`src/rtl/core/ros_pkg.sv`:
```
`timescale 1ns / 1ps
// ----------------------------------------------------------------------------
// ros_pkg: shared types and codes of the rectangle overlap scanner
// slot record, query box edges, opcode and kind codes, kind translation
// ----------------------------------------------------------------------------
package ros_pkg;

	localparam int ENTRIES_DEF = 32;

	localparam int ID_W     = 16;
	localparam int COORD_W  = 16;
	localparam int SIZE_W   = 12;
	localparam int KIND_W   = 3;
	localparam int SLOT_W   = 5;
	// edge = coordinate + size, kept signed without wrap
	localparam int EDGE_W   = 18;
	// wide enough to hold any slot number and the largest table depth
	localparam int WIDX_W   = 7;

	localparam logic OP_WRITE = 1'b0;
	localparam logic OP_QUERY = 1'b1;

	// entry kinds as written
	localparam logic [KIND_W-1:0] EK_NONE   = 3'd0;
	localparam logic [KIND_W-1:0] EK_WALL   = 3'd1;
	localparam logic [KIND_W-1:0] EK_LADDER = 3'd2;
	localparam logic [KIND_W-1:0] EK_NPC    = 3'd3;
	localparam logic [KIND_W-1:0] EK_RESET  = 3'd4;
	localparam logic [KIND_W-1:0] EK_LEND   = 3'd5;
	localparam logic [KIND_W-1:0] EK_LBEGIN = 3'd6;

	// collision kinds as reported
	localparam logic [KIND_W-1:0] CK_REGULAR = 3'd0;
	localparam logic [KIND_W-1:0] CK_LADDER  = 3'd1;
	localparam logic [KIND_W-1:0] CK_RESET   = 3'd2;
	localparam logic [KIND_W-1:0] CK_LEND    = 3'd3;
	localparam logic [KIND_W-1:0] CK_LBEGIN  = 3'd4;
	localparam logic [KIND_W-1:0] CK_UNSPEC  = 3'd5;

	typedef struct packed {
		logic signed [COORD_W-1:0] x;
		logic signed [COORD_W-1:0] y;
		logic        [SIZE_W-1:0]  w;
		logic        [SIZE_W-1:0]  h;
		logic        [KIND_W-1:0]  kind;
	} slot_t;

	typedef struct packed {
		logic signed [EDGE_W-1:0] left;
		logic signed [EDGE_W-1:0] right;
		logic signed [EDGE_W-1:0] top;
		logic signed [EDGE_W-1:0] bottom;
	} box_t;

	// none, npc and the spare code have no collision meaning
	function automatic logic [KIND_W-1:0] map_kind(input logic [KIND_W-1:0] k);
		logic [KIND_W-1:0] r;
		unique case (k)
			EK_WALL:   r = CK_REGULAR;
			EK_LADDER: r = CK_LADDER;
			EK_RESET:  r = CK_RESET;
			EK_LEND:   r = CK_LEND;
			EK_LBEGIN: r = CK_LBEGIN;
			default:   r = CK_UNSPEC;
		endcase
		return r;
	endfunction

endpackage

```
`src/rtl/core/rectangle_overlap_scanner.sv`:
```
`timescale 1ns / 1ps
// ----------------------------------------------------------------------------
// rectangle_overlap_scanner: table of collidable rectangles with box query
// a write word fills one slot; a query word scans all slots in index order
// and reports every valid slot that the moved box overlaps
// ----------------------------------------------------------------------------
// A write word (opcode 0) leaves busy low, and the next word may follow at
// once. A query word (opcode 1) keeps busy high until its closing result word
// is registered: the slot memory has one read port and is read one slot per
// cycle, and each slot then passes the read stage and the compare stage.
// Results appear on strobe, one per cycle at most, and cannot be held off by
// the receiver; they come in ascending slot order and the final one of each
// query carries last. A query that overlaps nothing gives a single word with
// hit low and last high. There is no clearing pass: slot valid bits are
// flip-flops cleared by reset, so the block takes words right after reset.
// ----------------------------------------------------------------------------
module rectangle_overlap_scanner #(
	parameter int ENTRIES = ros_pkg::ENTRIES_DEF
) (
	input  logic                               clk,
	input  logic                               arst_n,
	input  logic                               start,
	output logic                               busy,
	input  logic                               opcode,
	input  logic [ros_pkg::SLOT_W-1:0]         entry_index,
	input  logic [ros_pkg::ID_W-1:0]           mover_id,
	input  logic signed [ros_pkg::COORD_W-1:0] box_x,
	input  logic signed [ros_pkg::COORD_W-1:0] box_y,
	input  logic [ros_pkg::SIZE_W-1:0]         box_width,
	input  logic [ros_pkg::SIZE_W-1:0]         box_height,
	input  logic [ros_pkg::KIND_W-1:0]         entry_kind,
	input  logic                               entry_valid,
	output logic                               strobe,
	output logic [ros_pkg::ID_W-1:0]           hit_mover,
	output logic [ros_pkg::SLOT_W-1:0]         hit_index,
	output logic [ros_pkg::KIND_W-1:0]         collision_kind,
	output logic                               hit,
	output logic                               last
);
	import ros_pkg::*;

	localparam int IDX_W = (ENTRIES > 1) ? $clog2(ENTRIES) : 1;
	localparam int CNT_W = $clog2(ENTRIES + 1);

	typedef enum logic [1:0] {
		ST_IDLE = 2'b01,
		ST_SCAN = 2'b10
	} state_t;

	state_t state_q;

	// slot storage: one synchronous memory, valid bits in flops
	slot_t              slot_mem [ENTRIES];
	logic [ENTRIES-1:0] valid_q;

	// query context
	box_t            box_q;
	logic [ID_W-1:0] mover_q;
	logic [CNT_W-1:0] cnt_q;

	// read stage
	slot_t            slot_s1;
	logic             act_s1;
	logic             vld_s1;
	logic [IDX_W-1:0] idx_s1;

	// compare stage
	logic              act_s2;
	logic              hit_s2;
	logic [IDX_W-1:0]  idx_s2;
	logic [KIND_W-1:0] kind_s2;

	// one hit held back so the final one can be marked last
	logic              pend_q;
	logic [IDX_W-1:0]  pend_idx_q;
	logic [KIND_W-1:0] pend_kind_q;

	// result word
	logic              strobe_q;
	logic [ID_W-1:0]   mover_out_q;
	logic [SLOT_W-1:0] index_out_q;
	logic [KIND_W-1:0] kind_out_q;
	logic              hit_out_q;
	logic              last_out_q;

	logic              accept;
	logic [WIDX_W-1:0] widx_ext;
	logic [IDX_W-1:0]  waddr;
	logic              wr_en;
	logic              issue;
	logic [IDX_W-1:0]  rd_addr;
	logic              scan_end;
	logic              emit_mid;

	assign busy     = (state_q == ST_SCAN);
	assign accept   = start && !busy;

	// writes beyond the table are dropped
	assign widx_ext = WIDX_W'(entry_index);
	assign waddr    = widx_ext[IDX_W-1:0];
	assign wr_en    = accept && (opcode == OP_WRITE) && (widx_ext < WIDX_W'(ENTRIES));

	assign issue    = (state_q == ST_SCAN) && (cnt_q < CNT_W'(ENTRIES));
	assign rd_addr  = cnt_q[IDX_W-1:0];

	// all slots read and both stages drained
	assign scan_end = (state_q == ST_SCAN) && !issue && !act_s1 && !act_s2;

	// a new hit pushes the held one out as a middle word
	assign emit_mid = hit_s2 && pend_q;

	// memory port: write on a write word, registered read during the scan
	always_ff @(posedge clk) begin
		if (wr_en) begin
			slot_mem[waddr] <= '{x: box_x, y: box_y, w: box_width, h: box_height,
			                     kind: entry_kind};
		end
		if (issue) begin
			slot_s1 <= slot_mem[rd_addr];
		end
	end

	// control
	always_ff @(posedge clk or negedge arst_n) begin
		if (!arst_n) begin
			state_q  <= ST_IDLE;
			cnt_q    <= '0;
			valid_q  <= '0;
			act_s1   <= 1'b0;
			pend_q   <= 1'b0;
			strobe_q <= 1'b0;
		end else begin
			act_s1   <= issue;
			strobe_q <= emit_mid || scan_end;
			if (wr_en) begin
				valid_q[waddr] <= entry_valid;
			end
			if (issue) begin
				cnt_q <= cnt_q + CNT_W'(1);
			end
			if (hit_s2) begin
				pend_q <= 1'b1;
			end
			unique case (state_q)
				ST_IDLE: begin
					if (accept && (opcode == OP_QUERY)) begin
						state_q <= ST_SCAN;
						cnt_q   <= '0;
						pend_q  <= 1'b0;
					end
				end
				ST_SCAN: begin
					if (scan_end) begin
						state_q <= ST_IDLE;
					end
				end
				default: state_q <= ST_IDLE;
			endcase
		end
	end

	// query context and read stage payload
	always_ff @(posedge clk) begin
		if (accept && (opcode == OP_QUERY)) begin
			mover_q       <= mover_id;
			box_q.left    <= EDGE_W'(box_x);
			box_q.top     <= EDGE_W'(box_y);
			box_q.right   <= EDGE_W'(box_x) + EDGE_W'($signed({1'b0, box_width}));
			box_q.bottom  <= EDGE_W'(box_y) + EDGE_W'($signed({1'b0, box_height}));
		end
		if (issue) begin
			vld_s1 <= valid_q[rd_addr];
			idx_s1 <= rd_addr;
		end else begin
			vld_s1 <= 1'b0;
		end
	end

	ros_overlap #(
		.IDX_W (IDX_W)
	) u_overlap (
		.clk     (clk),
		.arst_n  (arst_n),
		.act_s1  (act_s1),
		.vld_s1  (vld_s1),
		.idx_s1  (idx_s1),
		.slot_s1 (slot_s1),
		.box     (box_q),
		.act_s2  (act_s2),
		.hit_s2  (hit_s2),
		.idx_s2  (idx_s2),
		.kind_s2 (kind_s2)
	);

	// held hit and result word payload
	always_ff @(posedge clk) begin
		if (hit_s2) begin
			pend_idx_q  <= idx_s2;
			pend_kind_q <= map_kind(kind_s2);
		end
		if (emit_mid) begin
			mover_out_q <= mover_q;
			index_out_q <= SLOT_W'(pend_idx_q);
			kind_out_q  <= pend_kind_q;
			hit_out_q   <= 1'b1;
			last_out_q  <= 1'b0;
		end else if (scan_end) begin
			mover_out_q <= mover_q;
			last_out_q  <= 1'b1;
			if (pend_q) begin
				index_out_q <= SLOT_W'(pend_idx_q);
				kind_out_q  <= pend_kind_q;
				hit_out_q   <= 1'b1;
			end else begin
				// empty query closing word
				index_out_q <= '0;
				kind_out_q  <= CK_REGULAR;
				hit_out_q   <= 1'b0;
			end
		end
	end

	assign strobe         = strobe_q;
	assign hit_mover      = mover_out_q;
	assign hit_index      = index_out_q;
	assign collision_kind = kind_out_q;
	assign hit            = hit_out_q;
	assign last           = last_out_q;

endmodule

```
`src/rtl/core/ros_overlap.sv`:
```
`timescale 1ns / 1ps
// ----------------------------------------------------------------------------
// ros_overlap: slot versus box overlap test
// registers the slot's edges, then checks strict edge containment
// ----------------------------------------------------------------------------
module ros_overlap #(
	parameter int IDX_W = 5
) (
	input  logic                        clk,
	input  logic                        arst_n,
	input  logic                        act_s1,
	input  logic                        vld_s1,
	input  logic [IDX_W-1:0]            idx_s1,
	input  ros_pkg::slot_t              slot_s1,
	input  ros_pkg::box_t               box,
	output logic                        act_s2,
	output logic                        hit_s2,
	output logic [IDX_W-1:0]            idx_s2,
	output logic [ros_pkg::KIND_W-1:0]  kind_s2
);
	import ros_pkg::*;

	logic                     vld_s2;
	logic signed [EDGE_W-1:0] el_s2;
	logic signed [EDGE_W-1:0] er_s2;
	logic signed [EDGE_W-1:0] et_s2;
	logic signed [EDGE_W-1:0] eb_s2;
	logic                     xs;
	logic                     ys;

	always_ff @(posedge clk or negedge arst_n) begin
		if (!arst_n) begin
			act_s2 <= 1'b0;
		end else begin
			act_s2 <= act_s1;
		end
	end

	always_ff @(posedge clk) begin
		vld_s2  <= vld_s1;
		idx_s2  <= idx_s1;
		kind_s2 <= slot_s1.kind;
		el_s2   <= EDGE_W'(slot_s1.x);
		et_s2   <= EDGE_W'(slot_s1.y);
		er_s2   <= EDGE_W'(slot_s1.x) + EDGE_W'($signed({1'b0, slot_s1.w}));
		eb_s2   <= EDGE_W'(slot_s1.y) + EDGE_W'($signed({1'b0, slot_s1.h}));
	end

	// either box edge strictly inside the slot span
	assign xs = (box.left  > el_s2 && box.left  < er_s2) ||
	            (box.right > el_s2 && box.right < er_s2);
	assign ys = (box.top    > et_s2 && box.top    < eb_s2) ||
	            (box.bottom > et_s2 && box.bottom < eb_s2);

	assign hit_s2 = act_s2 && vld_s2 && xs && ys;

endmodule
```
`config.mk`:
```
export PLATFORM = sky130hd
export DESIGN_NAME = rectangle_overlap_scanner
export DESIGN_NICKNAME = d
export VERILOG_FILES = /design/src/rtl/core/ros_pkg.sv /design/src/rtl/core/rectangle_overlap_scanner.sv /design/src/rtl/core/ros_overlap.sv
export SDC_FILE = /design/constraint.sdc
export NUM_CORES = 2
export LEC_CHECK = 0
export BUFFER_PORTS_ARGS = -buffer_cell sky130_fd_sc_hd__buf_2
export CAP_MARGIN = 10
export CORE_MARGIN = 1.5
export CORE_UTILIZATION = 30
export DETAILED_ROUTE_END_ITERATION = 7
export PLACE_DENSITY = 0.41
export SLEW_MARGIN = 10
export SYNTH_ARGS = -nofsm -noshare
export SYNTH_HDL_FRONTEND = slang
export SYNTH_SLANG_ARGS = --single-unit
```
`constraint.sdc`:
```
create_clock -name clk -period 8.16 [get_ports clk]
set_clock_uncertainty 0.2 [all_clocks]
set_input_delay 1.224 -clock clk [delete_from_list [all_inputs] [get_ports clk]]
set_output_delay 1.224 -clock clk [all_outputs]
set_load 0.01 [all_outputs]
```
; After elaboration in Yosys (flattened, before gate mapping)
; Memories as Yosys holds them, arrays and structs flattened. A register that Yosys moved wholly into a read port is not among the register bits.
; Index checks and enable logic that the tools add are counted.
[word_totals]
reg_bits = 245
latch_bits = 0
mem_bits_rw = 1888
mem_bits_ro = 0
inputBits = 85
out_inout_bits = 28
word_cells = 109
mem_count = 1
[memory_table]
columns = name, words, word_bits, rd, rd_ports_with_merged_regs, wr, line_no
row1 = slot_mem, 32, 59, 1, 1, 1, rectangle_overlap_scanner.sv:53  ; slot_t slot_mem [ENTRIES];
[op_classes]
addsub = 5
mul = 0
n_div = 0
magnitude_cmp = 13
eq_ne = 9
shifts = 0
muxes = 26
bitwise = 1
n_reduce_logical = 26
[op_table]
columns = cell, n
row1 = $add A16 B13 Y17, 4
row2 = $gt A18 B16 Y1, 2
row3 = $lt A16 B18 Y1, 2
row4 = $lt A18 B18 Y1, 2
row5 = $bwmux W32, 1
row6 = $gt A16 B16 Y1, 2
row7 = $mux W16, 2
row8 = $lt A5 B6 Y1 const B, 3
row9 = $mux W6, 3
row10 = $logic_and A1 B1 Y1, 17
row11 = $mux W5, 3
row12 = $pmux W3 S5, 1
row13 = $eq A3 B3 Y1 const B, 3
row14 = $mux W3, 3
row15 = $mux W1, 8
row16 = $add A6 B1 Y6 const B, 1
row17 = $lt A6 B6 Y1 const B, 1
row18 = $bmux W1 S5, 1
row19 = $demux W1 S5, 1
row20 = $ge A5 B1 Y1 const B, 1
row21 = $logic_not A1 Y1, 4
row22 = $mux W2, 2
row23 = $pmux W2 S2, 1
row24 = $eq A3 B1 Y1 const B, 1
row25 = 9 further kinds, 11

; Logic depth before layout (Yosys ltp)
[logic_depth]
depth_word = 8
mapped_depth = 11
ltp_nobuf = 11

; By module
; A second synthesis with hierarchy kept.
[hier_totals]
hier_cells = 3884
hier_area_um2 = 86306.5
[modules_own_cells]
columns = mod, instances, cells_per_inst, area_per_inst_um2, seq_area_each_um2
row1 = rectangle_overlap_scanner, 1, 3241, 80393.4, 63176.8
row2 = ros_overlap, 1, 643, 5913.2, 1526.5

; Least setup slack after synthesis
; No wires, ideal clock.
[synth_timing]
path_kind = input port to flip-flop
startpoint = in entry_index[0] in the netlist's numbering
endpoint = reg valid_q[20]
setup_time_ns = 0.127
arrival_ns = 4.942
t_required_ns = 7.833
setup_slack_ns = 2.891
path_stages = 4
n_path_buf = 1
path_cell_list = or4_1 clkbuf_1 nor2_1 mux2_2
[synth_via]
elab_chain_cells = 5
word_cells_on_any_way = 8
cone_classes = 3 x order compare / 3 x mux / 2 x reduce/logical
[synth_rtl]
columns = item, line_no
row1 = from (decl), rectangle_overlap_scanner.sv:25  ; input logic [ros_pkg::SLOT_W-1:0] entry_index,
row2 = $lt A5 B6 Y1 / $ge A5 B1 Y1 (equally long branches), "rectangle_overlap_scanner.sv:101, rectangle_overlap_scanner.sv:136"
row3 = $logic_and A1 B1 Y1 (implied by the code), rectangle_overlap_scanner.sv:136  ; valid_q[waddr] <= entry_valid;
row4 = $mux W1 (implied by the code), rectangle_overlap_scanner.sv:136
row5 = $demux W1 S5, rectangle_overlap_scanner.sv:136
row6 = $bwmux W32, rectangle_overlap_scanner.sv:136
row7 = "to (signal, indexed assignment)", rectangle_overlap_scanner.sv:136
row8 = to (decl), rectangle_overlap_scanner.sv:54  ; logic [ENTRIES-1:0] valid_q;
; Several ways; a longest one is shown, not always the timed one.
; A chain may end at the register's enable or synchronous reset.

; Final worst setup path
[layout_timing]
startpoint = reg state_q[0]
endpoint = reg valid_q[7]
[layout_via]
elab_chain_cells = 5
[layout_rtl]
columns = item, line_no
row1 = from (decl), rectangle_overlap_scanner.sv:50  ; state_t state_q;
row2 = from (signal assigned), rectangle_overlap_scanner.sv:126  ; state_q <= ST_IDLE;
row3 = from (signal assigned), rectangle_overlap_scanner.sv:147  ; state_q <= ST_SCAN;
row4 = from (signal assigned), rectangle_overlap_scanner.sv:154  ; state_q <= ST_IDLE;
row5 = $eq A2 B2 Y1, rectangle_overlap_scanner.sv:95  ; assign busy = (state_q == ST_SCAN);
row6 = $logic_not A1 Y1, rectangle_overlap_scanner.sv:96  ; assign accept = start && !busy;
row7 = $logic_and A1 B1 Y1, rectangle_overlap_scanner.sv:96
row8 = $logic_and A1 B1 Y1 (2 in series), rectangle_overlap_scanner.sv:101  ; assign wr_en = accept && (opcode == OP_WRITE) && (widx_ext < WIDX_W'(ENTRIES));
; No other way between the ends.

==> run summary <==
status: finished clean
Clock Pin Slew Worst Setup and Hold Paths: 60 ps
later-pin clock latency in the skew report: 940 ps
static leakage: 31.6 nW
Core Util, Final: 0.349
Net Count, Synth: 5058
WL/cell: 28.7 µm
Bufs and invs on worst path: 1
via-per-instance ratio: 4.99
Non-Filler Instances: 9062
nets: 5341
layout cell share with drive strength beyond 1: 0.200
RR Startpoint: state_q[0]
via count: 45200
post-CTS setup buffer count: 0
crit path DAT: 4950 ps
DRC viols: 0
First-pass DRT Iterations: 7
CP required: 8730 ps
grt total ovfl: 0
hold path depth: 0
antenna-violating nets left: 0
Initial Utilization: 0.302
Die Y: 541 µm
number of synthesized flops with an enable pin: 2066
final wirelength: 260 mm
startpoint type of the worst setup path: flip-flop
Cell Rows: 197
Slew Limit Headroom: 0.237
hold_sp: idx_s1[3]
cts bufs inserted: 247
Syn Inst Count: 4790
CP max FO: 43
WHS: 131 ps
RSZ-0062 raised after global routing: no
post-synthesis async set-or-reset flop share: 0.0201
port bufs: 112
largest net degree at the start of global routing: 97
WS Path Type: flip-flop to flip-flop
worst reg-to-reg path cell count: 7
Core Area: 0.288 mm²
# setup viols final: 0
drt first-iter violations: 3349
distinct cell type count after synthesis: 73
critical-path cell list: nand2b_1 > nand2_1 > nor2_1 > nand3_1 > nor2_4 > buf_4 > mux2_2
Max IR drop VDD: 188 µV
CTS tree: yes
Hold EP: u_overlap.idx_s2[3]
cts hold-fix bufs: 0
post-route setup TNS: 0 ps
first-pass GRT wire length: 364 mm
Final Cycle Share: 0.537
Die Area: 0.293 mm²
Crit Reg-Reg Endpoint: valid_q[7]
Syn. warnings: 0
minimum clock period: 4380 ps
Max-Cap Viols: 0
Layout area overhead: 15.6%
R2R Setup Slk: 3780 ps
Hold Crit Class: flip-flop to flip-flop
share of the synthesized area in the top cell type: 0.713
Total Routing Usage GR: 0.175
biggest area consumer among synthesized cells: edfxtp_1
CP top delay family: simple AND/OR/NAND/NOR gates
clk root buf: clkbuf_16
register bit count reported by yosys: 2188
vias in the first global route: 46400
initial antenna violation count: 39
number of primary I/O pins: 113
hpwl dp: 151 mm
slowest stage delay, CP: 940 ps
commonest non-fill, non-tap cells in the layout: edfxtp_1 (2066), mux2i_1 (362), nand2_1 (256)
Max Clk Rate: 0.228 GHz
placer congestion estimate: 0.779
total power: 26.3 mW
H-Tree Depth: 4
Pins Over Slew Limit: 0
Post-Syn Area: 0.0870 mm²
CP Capture Type: flip-flop
Synth area leaders: edfxtp_1 (71%), mux4_2 (6.2%), mux2i_1 (4.2%)
Chip Width: 541 µm
Top FF cell, synth: edfxtp_1
Synth Area per Inst: 18.2 µm²
Resized Gates After CTS: 0
Seq/Total Area, Yosys: 0.744
final hold violation count: 0
Sink Count: 2188
most common cell after layout, fill and taps aside: edfxtp_1
worst-margin pin slew: 1130 ps
Slowest-stage cell, CP: nor2_4
pwr/cell area: 262 mW/mm²
CTS Buffer Depth: 4
dpl cells: 8605
[area by class of cell]
type,count,area (µm²)
inverter,103,387
sequential,2188,64700
multi-input combinational,2278,21100
tap,3781,4730
timing repair buffer,255,1830
fill,27000,188000
clock buffer,324,6630
antenna,10,25.0
clock inverter,123,1150
[cell usage after synthesis (all sizes together) (15+ instances only)]
library cell / n
edfxtp: 2066
mux2i: 362
nand2: 257
a21oi: 245
mux4: 240
o21ai: 219
ha: 179
o221ai: 179
mux2: 153
buf: 137
inv: 103
clkbuf: 84
dfxtp: 78
nor2: 71
o22ai: 61
dfrtp: 43
xnor2: 42
a21o: 23
nor3: 22
nand4: 21
nand3: 18
and2: 17
a31oi: 15
xor2: 15
[power breakdown]
part	switching [mW]	leakage, nW	total (mW)	internal, mW
clock	4.55	3.81	10.8	6.28
combinational	1.67	7.94	2.96	1.30
sequential	0.111	19.9	12.6	12.4
total	6.33	31.6	26.3	20.0
[kinds of logic after synthesis]
family / Yosys count / synth area share
adders and majority gates: 183 / 0.0267
DFF: 2188 / 0.744
muxes: 755 / 0.124
buffers and inverters: 324 / 0.0167
xor gates and xnor gates: 57 / 0.00574
and+or+nand+nor: 470 / 0.0244
AOI/OAI and AO/OA: 813 / 0.0591
[worst max-delay path by stage]
stage,from,to,slack [ps],depth (start not counted)
floorplan,entry_index[0],valid_q[20],2890,4
global placement,start,valid_q[6],3280,7
detailed placement,start,valid_q[7],3330,7
CTS,state_q[0],valid_q[7],3680,7
global route,state_q[0],valid_q[7],3550,7
finish,state_q[0],valid_q[7],3780,7
[metrics by stage]
step,instance area (µm²),worst slack (ps)
5_1_grt,101000,3550
3_3_place_gp,92800,3280
4_1_cts,101000,3680
6_report,101000,3780
2_1_floorplan,87000,2890
3_5_place_dp,92800,3330
[flip-flops by register name (all words and copies together), names as in the netlist, 2 cells and up]
register	flops
collision_kind	3
valid_q	32
u_overlap.el_s2	16
pend_kind_q	3
u_overlap.eb_s2	17
u_overlap.idx_s2	5
box_q	66
hit_mover	16
state_q	2
u_overlap.kind_s2	3
slot_mem	1888
slot_s1	59
idx_s1	5
pend_idx_q	5
mover_q	16
u_overlap.er_s2	17
u_overlap.et_s2	16
hit_index	5
cnt_q	6
[metal layers]
layer	GRT usage	vias to the layer above	share of wire
met5	0	-	0.000081
met4	0.0331	4	0.017
met3	0.0216	321	0.037
met2	0.289	916	0.48
met1	0.247	24000	0.47
li1	-	20000	-
No activity file was read; power rests on OpenSTA's default activity.
